`src/design/htm_pkg.sv`:
```
// shared types, constants and sector table for the hall transition monitor
`timescale 1ns / 1ps

package htm_pkg;

  // configuration register indexes
  localparam logic CFG_SETTLE = 1'b0;
  localparam logic CFG_PERIOD = 1'b1;

  // register reset values
  localparam logic [3:0]  SETTLE_RESET = 4'd3;
  localparam logic [15:0] PERIOD_RESET = 16'd1000;

  // hall codes that carry no sector
  localparam logic [2:0] HALL_ALL_LOW  = 3'b000;
  localparam logic [2:0] HALL_ALL_HIGH = 3'b111;

  // report kinds
  typedef enum logic [2:0] {
    EV_PERIODIC = 3'd0,
    EV_STEP     = 3'd1,
    EV_INVALID  = 3'd2,
    EV_SKIP     = 3'd3,
    EV_START    = 3'd4,
    EV_CLEARED  = 3'd5
  } ev_kind_t;

  // input word
  typedef struct packed {
    logic [2:0] hall_bits;
    logic       clear;
  } in_word_t;

  // result word
  typedef struct packed {
    logic [2:0]  hall_state;
    logic [2:0]  sector;
    logic        sector_ok;
    ev_kind_t    event_kind;
    logic [31:0] step_count;
    logic [31:0] rise_count;
    logic [31:0] invalid_count;
    logic [31:0] skip_count;
    logic [31:0] elapsed_ticks;
    logic [31:0] now_ticks;
  } out_word_t;

  // hall state to electrical sector, zero for the invalid codes
  function automatic logic [2:0] sector_of(input logic [2:0] s);
    logic [2:0] sec;
    case (s)
      3'b001:  sec = 3'd0;
      3'b101:  sec = 3'd1;
      3'b100:  sec = 3'd2;
      3'b110:  sec = 3'd3;
      3'b010:  sec = 3'd4;
      3'b011:  sec = 3'd5;
      default: sec = 3'd0;
    endcase
    return sec;
  endfunction

  function automatic logic hall_valid(input logic [2:0] s);
    return (s != HALL_ALL_LOW) && (s != HALL_ALL_HIGH);
  endfunction

endpackage

```
`src/design/hall_transition_monitor_top.sv`:
```
// top level of the hall transition monitor: input register, config, tracker, result queue
// flow: a word is taken into the input register, then processed by the tracker, which waits
//   while the result queue is full; its report, if any, is queued and then shown on out_data
// throughput: one word per cycle while the two-entry result queue has room; input stalls
//   when both entries hold reports that wait for out_ready
// reset: synchronous active low; clears tracker state, counters, queue and restores
//   settle_samples to 3 and report_period to 1000
`timescale 1ns / 1ps

module hall_transition_monitor_top #(
  parameter int COUNT_WIDTH = 32
) (
  input  logic               clk,
  input  logic               rst_n,
  input  logic               in_valid,
  output logic               in_ready,
  input  htm_pkg::in_word_t  in_data,
  output logic               out_valid,
  input  logic               out_ready,
  output htm_pkg::out_word_t out_data,
  input  logic               cfg_we,
  input  logic               cfg_index,
  input  logic [15:0]        cfg_data
);
  import htm_pkg::*;

  logic [3:0]  settle_r;
  logic [15:0] period_r;

  logic        in_valid_r;
  in_word_t    in_word_r;

  out_word_t   q_r [2];
  logic        wr_ptr_r, rd_ptr_r;
  logic [1:0]  q_cnt_r, q_cnt_nxt;

  logic        fire;
  logic        pop;
  logic        push;
  logic        res_valid;
  out_word_t   res_word;

  // handshakes
  assign pop      = out_valid && out_ready;
  assign fire     = in_valid_r && ((q_cnt_r != 2'd2) || pop);
  assign in_ready = !in_valid_r || fire;
  assign push     = res_valid;

  // configuration registers
  always_ff @(posedge clk) begin
    if (!rst_n) begin
      settle_r <= SETTLE_RESET;
      period_r <= PERIOD_RESET;
    end else if (cfg_we) begin
      case (cfg_index)
        CFG_SETTLE: settle_r <= cfg_data[3:0];
        CFG_PERIOD: period_r <= cfg_data;
        default:    ;
      endcase
    end
  end

  // input register
  always_ff @(posedge clk) begin
    if (!rst_n) begin
      in_valid_r <= 1'b0;
    end else if (in_ready) begin
      in_valid_r <= in_valid;
    end
  end

  always_ff @(posedge clk) begin
    if (in_valid && in_ready) begin
      in_word_r <= in_data;
    end
  end

  htm_track #(
    .COUNT_WIDTH(COUNT_WIDTH)
  ) u_track (
    .clk            (clk),
    .rst_n          (rst_n),
    .fire           (fire),
    .in_word        (in_word_r),
    .settle_samples (settle_r),
    .report_period  (period_r),
    .res_valid      (res_valid),
    .res_word       (res_word)
  );

  // result queue
  always_comb begin
    q_cnt_nxt = q_cnt_r;
    case ({push, pop})
      2'b10:   q_cnt_nxt = q_cnt_r + 2'd1;
      2'b01:   q_cnt_nxt = q_cnt_r - 2'd1;
      default: q_cnt_nxt = q_cnt_r;
    endcase
  end

  always_ff @(posedge clk) begin
    if (!rst_n) begin
      wr_ptr_r <= 1'b0;
      rd_ptr_r <= 1'b0;
      q_cnt_r  <= 2'd0;
    end else begin
      q_cnt_r <= q_cnt_nxt;
      if (push) begin
        wr_ptr_r <= ~wr_ptr_r;
      end
      if (pop) begin
        rd_ptr_r <= ~rd_ptr_r;
      end
    end
  end

  always_ff @(posedge clk) begin
    if (push) begin
      q_r[wr_ptr_r] <= res_word;
    end
  end

  assign out_valid = q_cnt_r != 2'd0;
  assign out_data  = q_r[rd_ptr_r];

endmodule

```
`src/design/htm_track.sv`:
```
// hall state tracker: debounce, transition classification, counters and report build
`timescale 1ns / 1ps

module htm_track #(
  parameter int COUNT_WIDTH = 32
) (
  input  logic              clk,
  input  logic              rst_n,
  input  logic              fire,
  input  htm_pkg::in_word_t in_word,
  input  logic [3:0]        settle_samples,
  input  logic [15:0]       report_period,
  output logic              res_valid,
  output htm_pkg::out_word_t res_word
);
  import htm_pkg::*;

  // tracker state
  logic [2:0]             acc_r, acc_nxt;
  logic                   known_r, known_nxt;
  logic [2:0]             cand_r, cand_nxt;
  logic [3:0]             run_r, run_nxt;
  logic [31:0]            tick_r, tick_nxt;
  logic [31:0]            last_step_r, last_step_nxt;
  logic [31:0]            last_rep_r, last_rep_nxt;
  logic [COUNT_WIDTH-1:0] cnt_r   [4];
  logic [COUNT_WIDTH-1:0] cnt_nxt [4];
  logic [31:0]            cnt_out [4];

  logic [31:0] now;
  logic [3:0]  settle_eff;
  logic        hit;
  logic [2:0]  diff;
  logic        emit;
  ev_kind_t    kind;
  logic [31:0] elapsed;

  assign now        = tick_r + 32'd1;
  assign settle_eff = (settle_samples == 4'd0) ? 4'd1 : settle_samples;

  // per-word update
  always_comb begin
    acc_nxt       = acc_r;
    known_nxt     = known_r;
    cand_nxt      = cand_r;
    run_nxt       = run_r;
    tick_nxt      = now;
    last_step_nxt = last_step_r;
    last_rep_nxt  = last_rep_r;
    for (int i = 0; i < 4; i++) begin
      cnt_nxt[i] = cnt_r[i];
    end
    emit    = 1'b0;
    kind    = EV_PERIODIC;
    elapsed = 32'd0;
    hit     = 1'b0;
    diff    = 3'd0;

    if (in_word.clear) begin
      // clear wins over everything else
      for (int i = 0; i < 4; i++) begin
        cnt_nxt[i] = '0;
      end
      last_step_nxt = now;
      acc_nxt       = in_word.hall_bits;
      cand_nxt      = in_word.hall_bits;
      run_nxt       = 4'd1;
      known_nxt     = 1'b1;
      emit          = 1'b1;
      kind          = EV_CLEARED;
    end else begin
      // debounce run
      if (in_word.hall_bits == cand_r) begin
        run_nxt = (run_r == 4'd15) ? 4'd15 : run_r + 4'd1;
      end else begin
        cand_nxt = in_word.hall_bits;
        run_nxt  = 4'd1;
      end
      hit  = run_nxt >= settle_eff;
      diff = acc_r ^ cand_nxt;

      if (hit && !known_r) begin
        // first acceptance after reset
        known_nxt = 1'b1;
        acc_nxt   = cand_nxt;
        if (!hall_valid(cand_nxt)) begin
          cnt_nxt[2] = cnt_r[2] + COUNT_WIDTH'(1);
        end
        emit = 1'b1;
        kind = EV_START;
      end else if (hit && (cand_nxt != acc_r)) begin
        // accepted change, classify it
        elapsed = now - last_step_r;
        acc_nxt = cand_nxt;
        emit    = 1'b1;
        if (!hall_valid(cand_nxt)) begin
          cnt_nxt[2] = cnt_r[2] + COUNT_WIDTH'(1);
          kind       = EV_INVALID;
        end else if (hall_valid(acc_r) && $onehot(diff)) begin
          cnt_nxt[0] = cnt_r[0] + COUNT_WIDTH'(1);
          if (!acc_r[0] && cand_nxt[0]) begin
            cnt_nxt[1] = cnt_r[1] + COUNT_WIDTH'(1);
          end
          last_step_nxt = now;
          kind          = EV_STEP;
        end else begin
          cnt_nxt[3] = cnt_r[3] + COUNT_WIDTH'(1);
          kind       = EV_SKIP;
        end
      end else if (known_r && ((now - last_rep_r) >= {16'd0, report_period})) begin
        // quiet for a full report period
        emit    = 1'b1;
        kind    = EV_PERIODIC;
        elapsed = now - last_step_r;
      end
    end

    if (emit) begin
      last_rep_nxt = now;
    end
  end

  // counters onto the 32-bit report fields
  for (genvar g = 0; g < 4; g++) begin : g_cnt_out
    if (COUNT_WIDTH >= 32) begin : g_trunc
      assign cnt_out[g] = cnt_nxt[g][31:0];
    end else begin : g_ext
      assign cnt_out[g] = {{(32 - COUNT_WIDTH){1'b0}}, cnt_nxt[g]};
    end
  end

  // result word
  always_comb begin
    res_valid              = fire && emit;
    res_word.hall_state    = acc_nxt;
    res_word.sector        = sector_of(acc_nxt);
    res_word.sector_ok     = hall_valid(acc_nxt);
    res_word.event_kind    = kind;
    res_word.step_count    = cnt_out[0];
    res_word.rise_count    = cnt_out[1];
    res_word.invalid_count = cnt_out[2];
    res_word.skip_count    = cnt_out[3];
    res_word.elapsed_ticks = elapsed;
    res_word.now_ticks     = now;
  end

  // state registers
  always_ff @(posedge clk) begin
    if (!rst_n) begin
      acc_r       <= 3'd0;
      known_r     <= 1'b0;
      cand_r      <= 3'd0;
      run_r       <= 4'd0;
      tick_r      <= 32'd0;
      last_step_r <= 32'd0;
      last_rep_r  <= 32'd0;
      for (int i = 0; i < 4; i++) begin
        cnt_r[i] <= '0;
      end
    end else if (fire) begin
      acc_r       <= acc_nxt;
      known_r     <= known_nxt;
      cand_r      <= cand_nxt;
      run_r       <= run_nxt;
      tick_r      <= tick_nxt;
      last_step_r <= last_step_nxt;
      last_rep_r  <= last_rep_nxt;
      for (int i = 0; i < 4; i++) begin
        cnt_r[i] <= cnt_nxt[i];
      end
    end
  end

endmodule
```
`config.mk`:
```
export PLATFORM = sky130hd
export DESIGN_NAME = hall_transition_monitor_top
export DESIGN_NICKNAME = d
export VERILOG_FILES = /design/src/design/htm_pkg.sv /design/src/design/hall_transition_monitor_top.sv /design/src/design/htm_track.sv
export SDC_FILE = /design/constraint.sdc
export NUM_CORES = 1
export LEC_CHECK = 0
export BUFFER_PORTS_ARGS = -buffer_cell sky130_fd_sc_hd__buf_2
export CAP_MARGIN = 15
export CELL_PAD_IN_SITES_DETAIL_PLACEMENT = 1
export CELL_PAD_IN_SITES_GLOBAL_PLACEMENT = 1
export CORE_MARGIN = 5
export CORE_UTILIZATION = 35
export DETAILED_ROUTE_END_ITERATION = 8
export GPL_TIMING_DRIVEN = 0
export HOLD_SLACK_MARGIN = 0.02
export PLACE_DENSITY = 0.71
export SLEW_MARGIN = 5
export SYNTH_ARGS = -nofsm -noshare
export SYNTH_HDL_FRONTEND = slang
export SYNTH_SLANG_ARGS = --single-unit
```
`constraint.sdc`:
```
create_clock -name clk -period 19.28 [get_ports clk]
set_input_delay 0 -clock clk [delete_from_list [all_inputs] [get_ports clk]]
set_output_delay 0 -clock clk [all_outputs]
set_load 0.01 [all_outputs]
```
==> reports/qor.yml, run 1 <==
yosys:
  synth_nets: 2906
  synthFlopType: "edfxtp_1"
  ys_ff_latch: 669
  synth_top_cell_by_area: "edfxtp_1"
  netlist_area_sq_um: 32340
  synth_edf_count: 536
  synth_top_area_share_pct: 49.77
  yosysSeqAreaShare_pct: 58.00
  yosysUniqueCellTypes: 80
  synth.area.top_cells: "edfxtp_1 50%, dfxtp_1 8.2%, mux2_2 7.0%"
  synth_cells: 2787
  ys_warn_count: 0
  async_reset_ff_share_pct: 0
  avgSynthCellArea_sq_um: 11.60
routing:
  routed_wl_um: 88960
  vias_per_cell: 5.096
  drtAntennaViolNets: 0
  vias: 22392
  first_pass_iters: 5
  avgRoutedWirePerCell_um: 20.25
  drcViolationCount: 0
  dr.first_iter.drc_count: 1313
critical_path:
  r2r-start: "u_track.tick_r[0]"
  cp-start-kind: "flop"
  critPathKind: "flop to flop"
  worstPathArrival_ns: 8.91
  worstPathRequired_ns: 19.82
  rrSetupSlack_ns: 10.91
  worstSetupEndpointType: "flop"
  path_max_fanout: 10
  timing.rr.end: "q_cnt_r[1]"
  r2r_cells: 27
grt:
  antenna_found_initial: 4
  grt_pass1_vias: 23448
  grt_pass1_wl_um: 136700
  grt_start_max_net_pins: 57
  grt_usage_pct: 17.64
  grt_overflow: 0
cts:
  htreeDepth: 3
  cts_setup_buffers: 0
  cts.clk_slew.worst_paths_ns: 0.06
  insertion_delay_ns: 0.64
  clk_path_buf_depth: 3
  cts_num_sinks: 669
  cts-root-buf: "clkbuf_16"
  numCtsBuffers: 76
  cts_tree: "done"
floorplan:
  initial_core_util_pct: 35.28
  num_rows: 111
  core_sq_um: 91660
  die-area_sq_um: 98580
  io_pins: 230
  die_y_um: 314.0
  die_w_um: 314.0
timing:
  fin_crit_sh_pct: 43.39
  setup_violations: 0
  whs_ns: 0.06598
  finalHoldViolCount: 0
  fin_skew_ns: 0.02914
  rsz0062_at_grt: "no"
  relSlewSlack_pct: 16.16
  fmax_ghz: 0.1195
  worst_slew_pin_slew_ns: 1.249
  report.final.slew_viol_count: 0
  layout_setup_ws_ns: 10.91
  fin_tns_setup_ns: 0
  min_period_ns: 8.366
min_path:
  worstHoldPathType: "input port to flop"
  min_from: "in_data[3]"
  whs_path_depth: 2
  holdPathEnd: "in_word_r[3]"
final_layout:
  multiInputGateArea_sq_um: 12600
  ff_latch_area_sq_um: 18760
  fin_cells: 4394
  syn_to_final_growth_pct: 18.13
  final_core_util_pct: 41.68
  diodes: 0
  stdcell_area_sq_um: 38210
  drive_gt1_share_pct: 18.80
  final_net_count: 3267
  n_fill_cell: 9932
run:
  drv_cap: 0
power_and_ir_drop:
  power.density_nw_per_um2: 100.8
  ir_worst_vdd_v: 0.00006488
  power.leakage_nw: 13.91
  power_mw: 3.853
placed_design:
  dp.cells: 4220
  dp_hpwl_um: 64770
  post-place-ws_ns: 10.84
  placed_cell_area_sq_um: 35370
  placement.io_buffers: 228
  place_congestion: 0.8245
outcome:
  status: "finished, final reports clean"
-- report_power, final --
part	leakage [nW]	internal [mW]	switching, mW
Clock	1.19	0.832	0.604
Combinational	6.53	0.308	0.427
Sequential	6.18	1.64	0.0387
-- registers in the layout, summed over array words and instances (netlist names), 2 cells and up, named ones only --
register             count
u_track.last_step_r     32
u_track.run_r            4
in_word_r                4
u_track.cnt_r          128
period_r                16
u_track.last_rep_r      32
settle_r                 4
q_r                    404
q_cnt_r                  2
u_track.tick_r          32
u_track.cand_r           3
u_track.acc_r            3
-- final cells by class --
type	instances	area share [%]
Sequential cell	669	49.10
Multi-Input combinational cell	1870	32.99
Clock buffer	105	5.551
Timing Repair Buffer	283	4.948
Tap cell	1186	3.884
Buffer	125	1.395
Inverter	123	1.212
Clock inverter	33	0.9203
-- cells in the mapped netlist, drive strengths merged (4+ instances only) --
| cell type | instances |
|---|---|
| nor4 | 11 |
| nor3b | 34 |
| a21o | 28 |
| and3 | 42 |
| buf | 13 |
| o211ai | 12 |
| a21oi | 67 |
| nand3 | 65 |
| clkbuf | 112 |
| o21a | 12 |
| edfxtp | 536 |
| a31o | 6 |
| or2 | 9 |
| nand4 | 49 |
| a31oi | 10 |
| nor2 | 396 |
| o2111ai | 5 |
| or3 | 17 |
| inv | 122 |
| nand2 | 237 |
| o21ai | 54 |
| o21bai | 9 |
| ha | 90 |
| mux2 | 202 |
| o211a | 5 |
| nor3 | 81 |
| nor2b | 17 |
| xnor2 | 129 |
| and4 | 14 |
| mux2i | 43 |
| nor4b | 4 |
| a211oi | 7 |
| xor2 | 101 |
| a21boi | 26 |
| or4 | 4 |
| dfxtp | 133 |
| and2 | 36 |
| nand2b | 8 |
-- worst max path at each step --
stage / from / end / depth (start not counted)
6_report: u_track.tick_r[0] / q_cnt_r[1] / 27
3_3_place_gp: u_track.tick_r[0] / q_r[0][77] / 23
5_1_grt: u_track.tick_r[0] / q_cnt_r[1] / 27
4_1_cts: u_track.tick_r[0] / q_cnt_r[1] / 27
3_5_place_dp: u_track.tick_r[0] / q_cnt_r[1] / 27
2_1_floorplan: u_track.tick_r[0] / q_r[0][0] / 21
-- cell families (layout without fill, tap and decap cells) --
family	Yosys count	count (layout)	synth area share [%]
AO/OA/AOI/OAI	274	274	5.648
XOR/XNOR	230	230	6.275
adder cells (fa/ha/maj)	93	93	3.668
buffers and inverters	248	669	3.080
flip-flops	669	669	58.00
multiplexers	245	245	8.364
AND/OR/NAND/NOR	1028	1028	14.96
-- placed cells by master, fill, tap and decap left out, types with 14 or more instances in the layout --
cell / count
nor2b_1: 17
or3_1: 17
and3_1: 42
dfxtp_1: 133
ha_1: 90
nand2_1: 236
o21ai_0: 51
clkbuf_16: 78
buf_2: 234
a21oi_1: 67
mux2_2: 202
edfxtp_1: 536
buf_12: 16
dlygate4sd3_1: 36
nand4_1: 49
nor3_1: 80
xor2_1: 100
nor2_1: 394
nand3_1: 65
nor3b_1: 33
a21o_1: 28
a21boi_0: 26
and2_1: 34
inv_1: 121
xnor2_1: 128
and4_1: 14
clkbuf_1: 131
mux2i_1: 43
-- layer usage --
layer / vias up / track usage [%] / part of all wire, %
met5: - / 0 / 0.0079
met3: 121 / 3.140 / 4.4
met4: 2 / 5.044 / 2.4
met2: 394 / 29.75 / 48
met1: 11222 / 23.45 / 45
li1: 10653 / - / -
-- worst max-delay path: stages, from the launching register on --
cell	delay, ns
dfxtp_1	0.53
ha_1	0.28
nand3_1	0.25
nor4_1	0.82
nand3_1	0.19
xnor2_1	0.90
ha_1	0.27
clkbuf_1	0.33
nand4_1	0.16
a2111oi_0	0.42
o21ai_1	0.26
nand2_1	0.14
xor2_1	0.16
ha_1	0.26
a21o_1	0.18
a21o_1	0.18
a221oi_1	0.24
o31a_1	0.21
o2111ai_1	0.12
nor4_1	0.33
o2111ai_1	0.40
a31o_1	0.37
buf_6	0.16
buf_12	0.15
inv_2	0.11
ha_1	0.28
or3_1	0.38
a21boi_0	0.19
-- what timing repair did --
item / 4_1_cts / 5_1_grt
hold endpoints to repair: 33 / 0
resized for setup: 0 / 0
hold buffers: 36 / 0
Power figures use the tool's default switching activity.
==> run 2, diff against run 1 <==
--- a/config.mk
+++ b/config.mk
@@ -14,7 +14,7 @@
 export DETAILED_ROUTE_END_ITERATION = 8
 export GPL_TIMING_DRIVEN = 0
 export HOLD_SLACK_MARGIN = 0.02
-export PLACE_DENSITY = 0.71
+export PLACE_DENSITY = 0.74
 export SLEW_MARGIN = 5
 export SYNTH_ARGS = -nofsm -noshare
 export SYNTH_HDL_FRONTEND = slang
==> constraint.sdc (replaced) <==
create_clock -name clk -period 7.55 [get_ports clk]
set_input_delay 0 -clock clk [delete_from_list [all_inputs] [get_ports clk]]
set_output_delay 0 -clock clk [all_outputs]
set_load 0.01 [all_outputs]
==> reports/qor.yml, run 2 (same netlist as run 1, synthesis figures left out) <==
final_layout:
  final_common_cell: "edfxtp_1"
  reg_top3: "q_r x404, u_track.cnt_r x128"
  final_core_util_pct: 41.95  # +0.27 points
  final_net_count: 3264  # -0.092%
  syn_to_final_growth_pct: 18.89
  mostFrequentLayoutCells: "536 x edfxtp_1, 392 x nor2_1, 236 x nand2_1, 233 x buf_2, 202 x mux2_2"
  largest_register_ffs: 404  # unchanged
  drive_gt1_share_pct: 20.14  # +1.3 points
  multiInputGateArea_sq_um: 12950  # +2.8%
  max_flop_register: "q_r"
  fin_cells: 4389  # -0.11%
  ff_latch_area_sq_um: 18770  # about the same
  stdcell_area_sq_um: 38450  # +0.64%
  n_fill_cell: 9948  # +0.16%
timing:
  fmax_ghz: 0.1390  # +16%
  worst_slew_pin_slew_ns: 1.166  # -0.08239 ns
  finalHoldViolCount: 0  # unchanged
  relSlewSlack_pct: 22.25  # +6.1 points
  setup_violations: 0  # unchanged
  fin_tns_setup_ns: 0  # unchanged
  report.final.slew_viol_count: 0  # unchanged
  layout_setup_ws_ns: 0.3536  # -10.56 ns
  fin_crit_sh_pct: 95.32  # +52 points
  fin_skew_ns: 0.02512  # -0.004027 ns
  min_period_ns: 7.196  # -1.170 ns
routing:
  vias: 22436  # +0.20%
  dr.first_iter.drc_count: 1274  # -3.0%
  avgRoutedWirePerCell_um: 20.22  # -0.13%
  routed_wl_um: 88740  # -0.24%
  vias_per_cell: 5.112  # +0.31%
  drcViolationCount: 0  # unchanged
  first_pass_iters: 5  # unchanged
  drtAntennaViolNets: 0  # unchanged
floorplan:
  die_y_um: 314.0  # unchanged
  num_rows: 111  # unchanged
  io_pins: 230  # unchanged
  core_sq_um: 91660  # unchanged
  die_w_um: 314.0  # unchanged
  die-area_sq_um: 98580  # unchanged
  initial_core_util_pct: 35.28  # unchanged
run:
  drv_cap: 0  # unchanged
power_and_ir_drop:
  netSwitchingPower_mw: 2.720  # +150%
  seq_power_share_pct: 44.3  # +0.7 points
  power.density_nw_per_um2: 252.0  # +150%
  clkPwrFrac_pct: 36.0  # -1.3 points
  swShare_pct: 28.08  # +0.31 points
  power.leakage_nw: 14.01  # +0.76%
  combPwrFrac_pct: 19.7  # +0.6 points
  ir_worst_vdd_v: 0.0001612  # +150%
  p_int_mw: 6.968  # +150%
placed_design:
  placed_cell_area_sq_um: 35580  # +0.58%
  place_congestion: 0.8332  # +1.1%
  post-place-ws_ns: -0.5458  # -11.39 ns
  dp_hpwl_um: 65120  # +0.54%
  placement.io_buffers: 228  # unchanged
  dp.cells: 4220  # unchanged
min_path:
  worstHoldPathType: "input port to flop"
cts:
  clk_path_buf_depth: 3  # unchanged
  cts.clk_slew.worst_paths_ns: 0.06  # about the same
  insertion_delay_ns: 0.63  # about the same
  cts_tree: "done"
  numCtsBuffers: 74  # -2.6%
  cts-root-buf: "clkbuf_16"
  cts_num_sinks: 669  # unchanged
  htreeDepth: 3  # unchanged
critical_path:
  max_stage_delay_ns: 0.41  # -0.49 ns
  cp-start-kind: "flop"
  worstPathArrival_ns: 7.57  # -1.34 ns
  crit_top_cell: "buf_12"
  path_max_fanout: 25  # +15
  worstPathRequired_ns: 7.92  # -11.90 ns
  path_buf_inv: 9  # +5
  slowest_stage: "nor4_2"
  critPathKind: "flop to flop"
  rrSetupSlack_ns: 0.35  # -10.56 ns
  critPathTopFamily: "compound AO/OA/AOI/OAI gates"
  worstSetupEndpointType: "flop"
grt:
  grt_start_max_net_pins: 47  # -18%
  grt_pass1_vias: 23637  # +0.81%
  grt_pass1_wl_um: 136000  # -0.49%
  grt_overflow: 0  # unchanged
  antenna_found_initial: 3  # -1
  grt_usage_pct: 17.49  # -0.14 points
outcome:
  status: "finished, final reports clean"
==> run 2: cell count changes in the layout (fill, tap and decap cells not counted), sizes merged <==
cell         delta
buf             +3
clkbuf         -18
clkinv         +15
clkinvlp        -5
diode           +1
dlygate4sd3     -2
inv             +1
==> run 2: metal layers <==
metal / wire length [um] / track usage, %
met5: 0 / 0
met3: 4504 / 3.147
met4: 2735 / 5.347
met2: 43040 / 30.25
met1: 38470 / 22.45
==> run 2: power by group through the flow <==
stage	registers [mW]	clock network [mW]	logic, mW
after floorplan	4.35	0	1.15
after global placement	4.38	0	1.84
after detailed placement	4.37	0	1.91
after CTS	4.29	3.58	1.94
after global routing	4.31	3.75	2.05
final	4.29	3.49	1.91
==> run 2: final timing paths <==
kind / from / end / cells past startpoint
max reg2reg: u_track.tick_r[2] / q_r[0][156] / 30
max: u_track.tick_r[2] / q_r[0][156] / 30
min reg2reg: u_track.last_rep_r[21] / u_track.last_rep_r[21] / 2
min: in_data[0] / in_word_r[0] / 2
==> run 2: worst register-to-register path: cells and delay by family, from the launching register on <==
kind	cells	cell delay [ns]
compound gates	10	2.35
xor+xnor	2	0.54
fa+ha+maj	2	0.61
buf+inv	9	1.59
flops	1	0.39
simple gates	7	1.45
==> run 2: what timing repair did <==
item,CTS,global route
pin swaps,0,4
hold buffers,34,0
gates resized for setup,7,17
setup buffers,0,3
setup endpoints to repair,191,50
endpoints found under the hold margin,31,0
==> run 2: final cells by class <==
cell class | count | share of cell area [%]
well taps | 1186 | 3.859
clock buffers | 89 | 5.018
repair buffers | 284 | 4.946
inverters | 123 | 1.204
diodes | 1 | 0.006508
flip-flops and latches | 669 | 48.82
clock inverters | 44 | 1.054
plain buffers | 123 | 1.402
multi-input cells | 1870 | 33.69
==> run 2: metrics by stage <==
step	power, mW	hold slack [ns]
floorplan	5.499	0.09887
global placement	6.227	0.1795
detailed placement	6.270	0.1790
CTS	9.812	0.03312
global route	10.11	0.05998
finish	9.688	0.07723
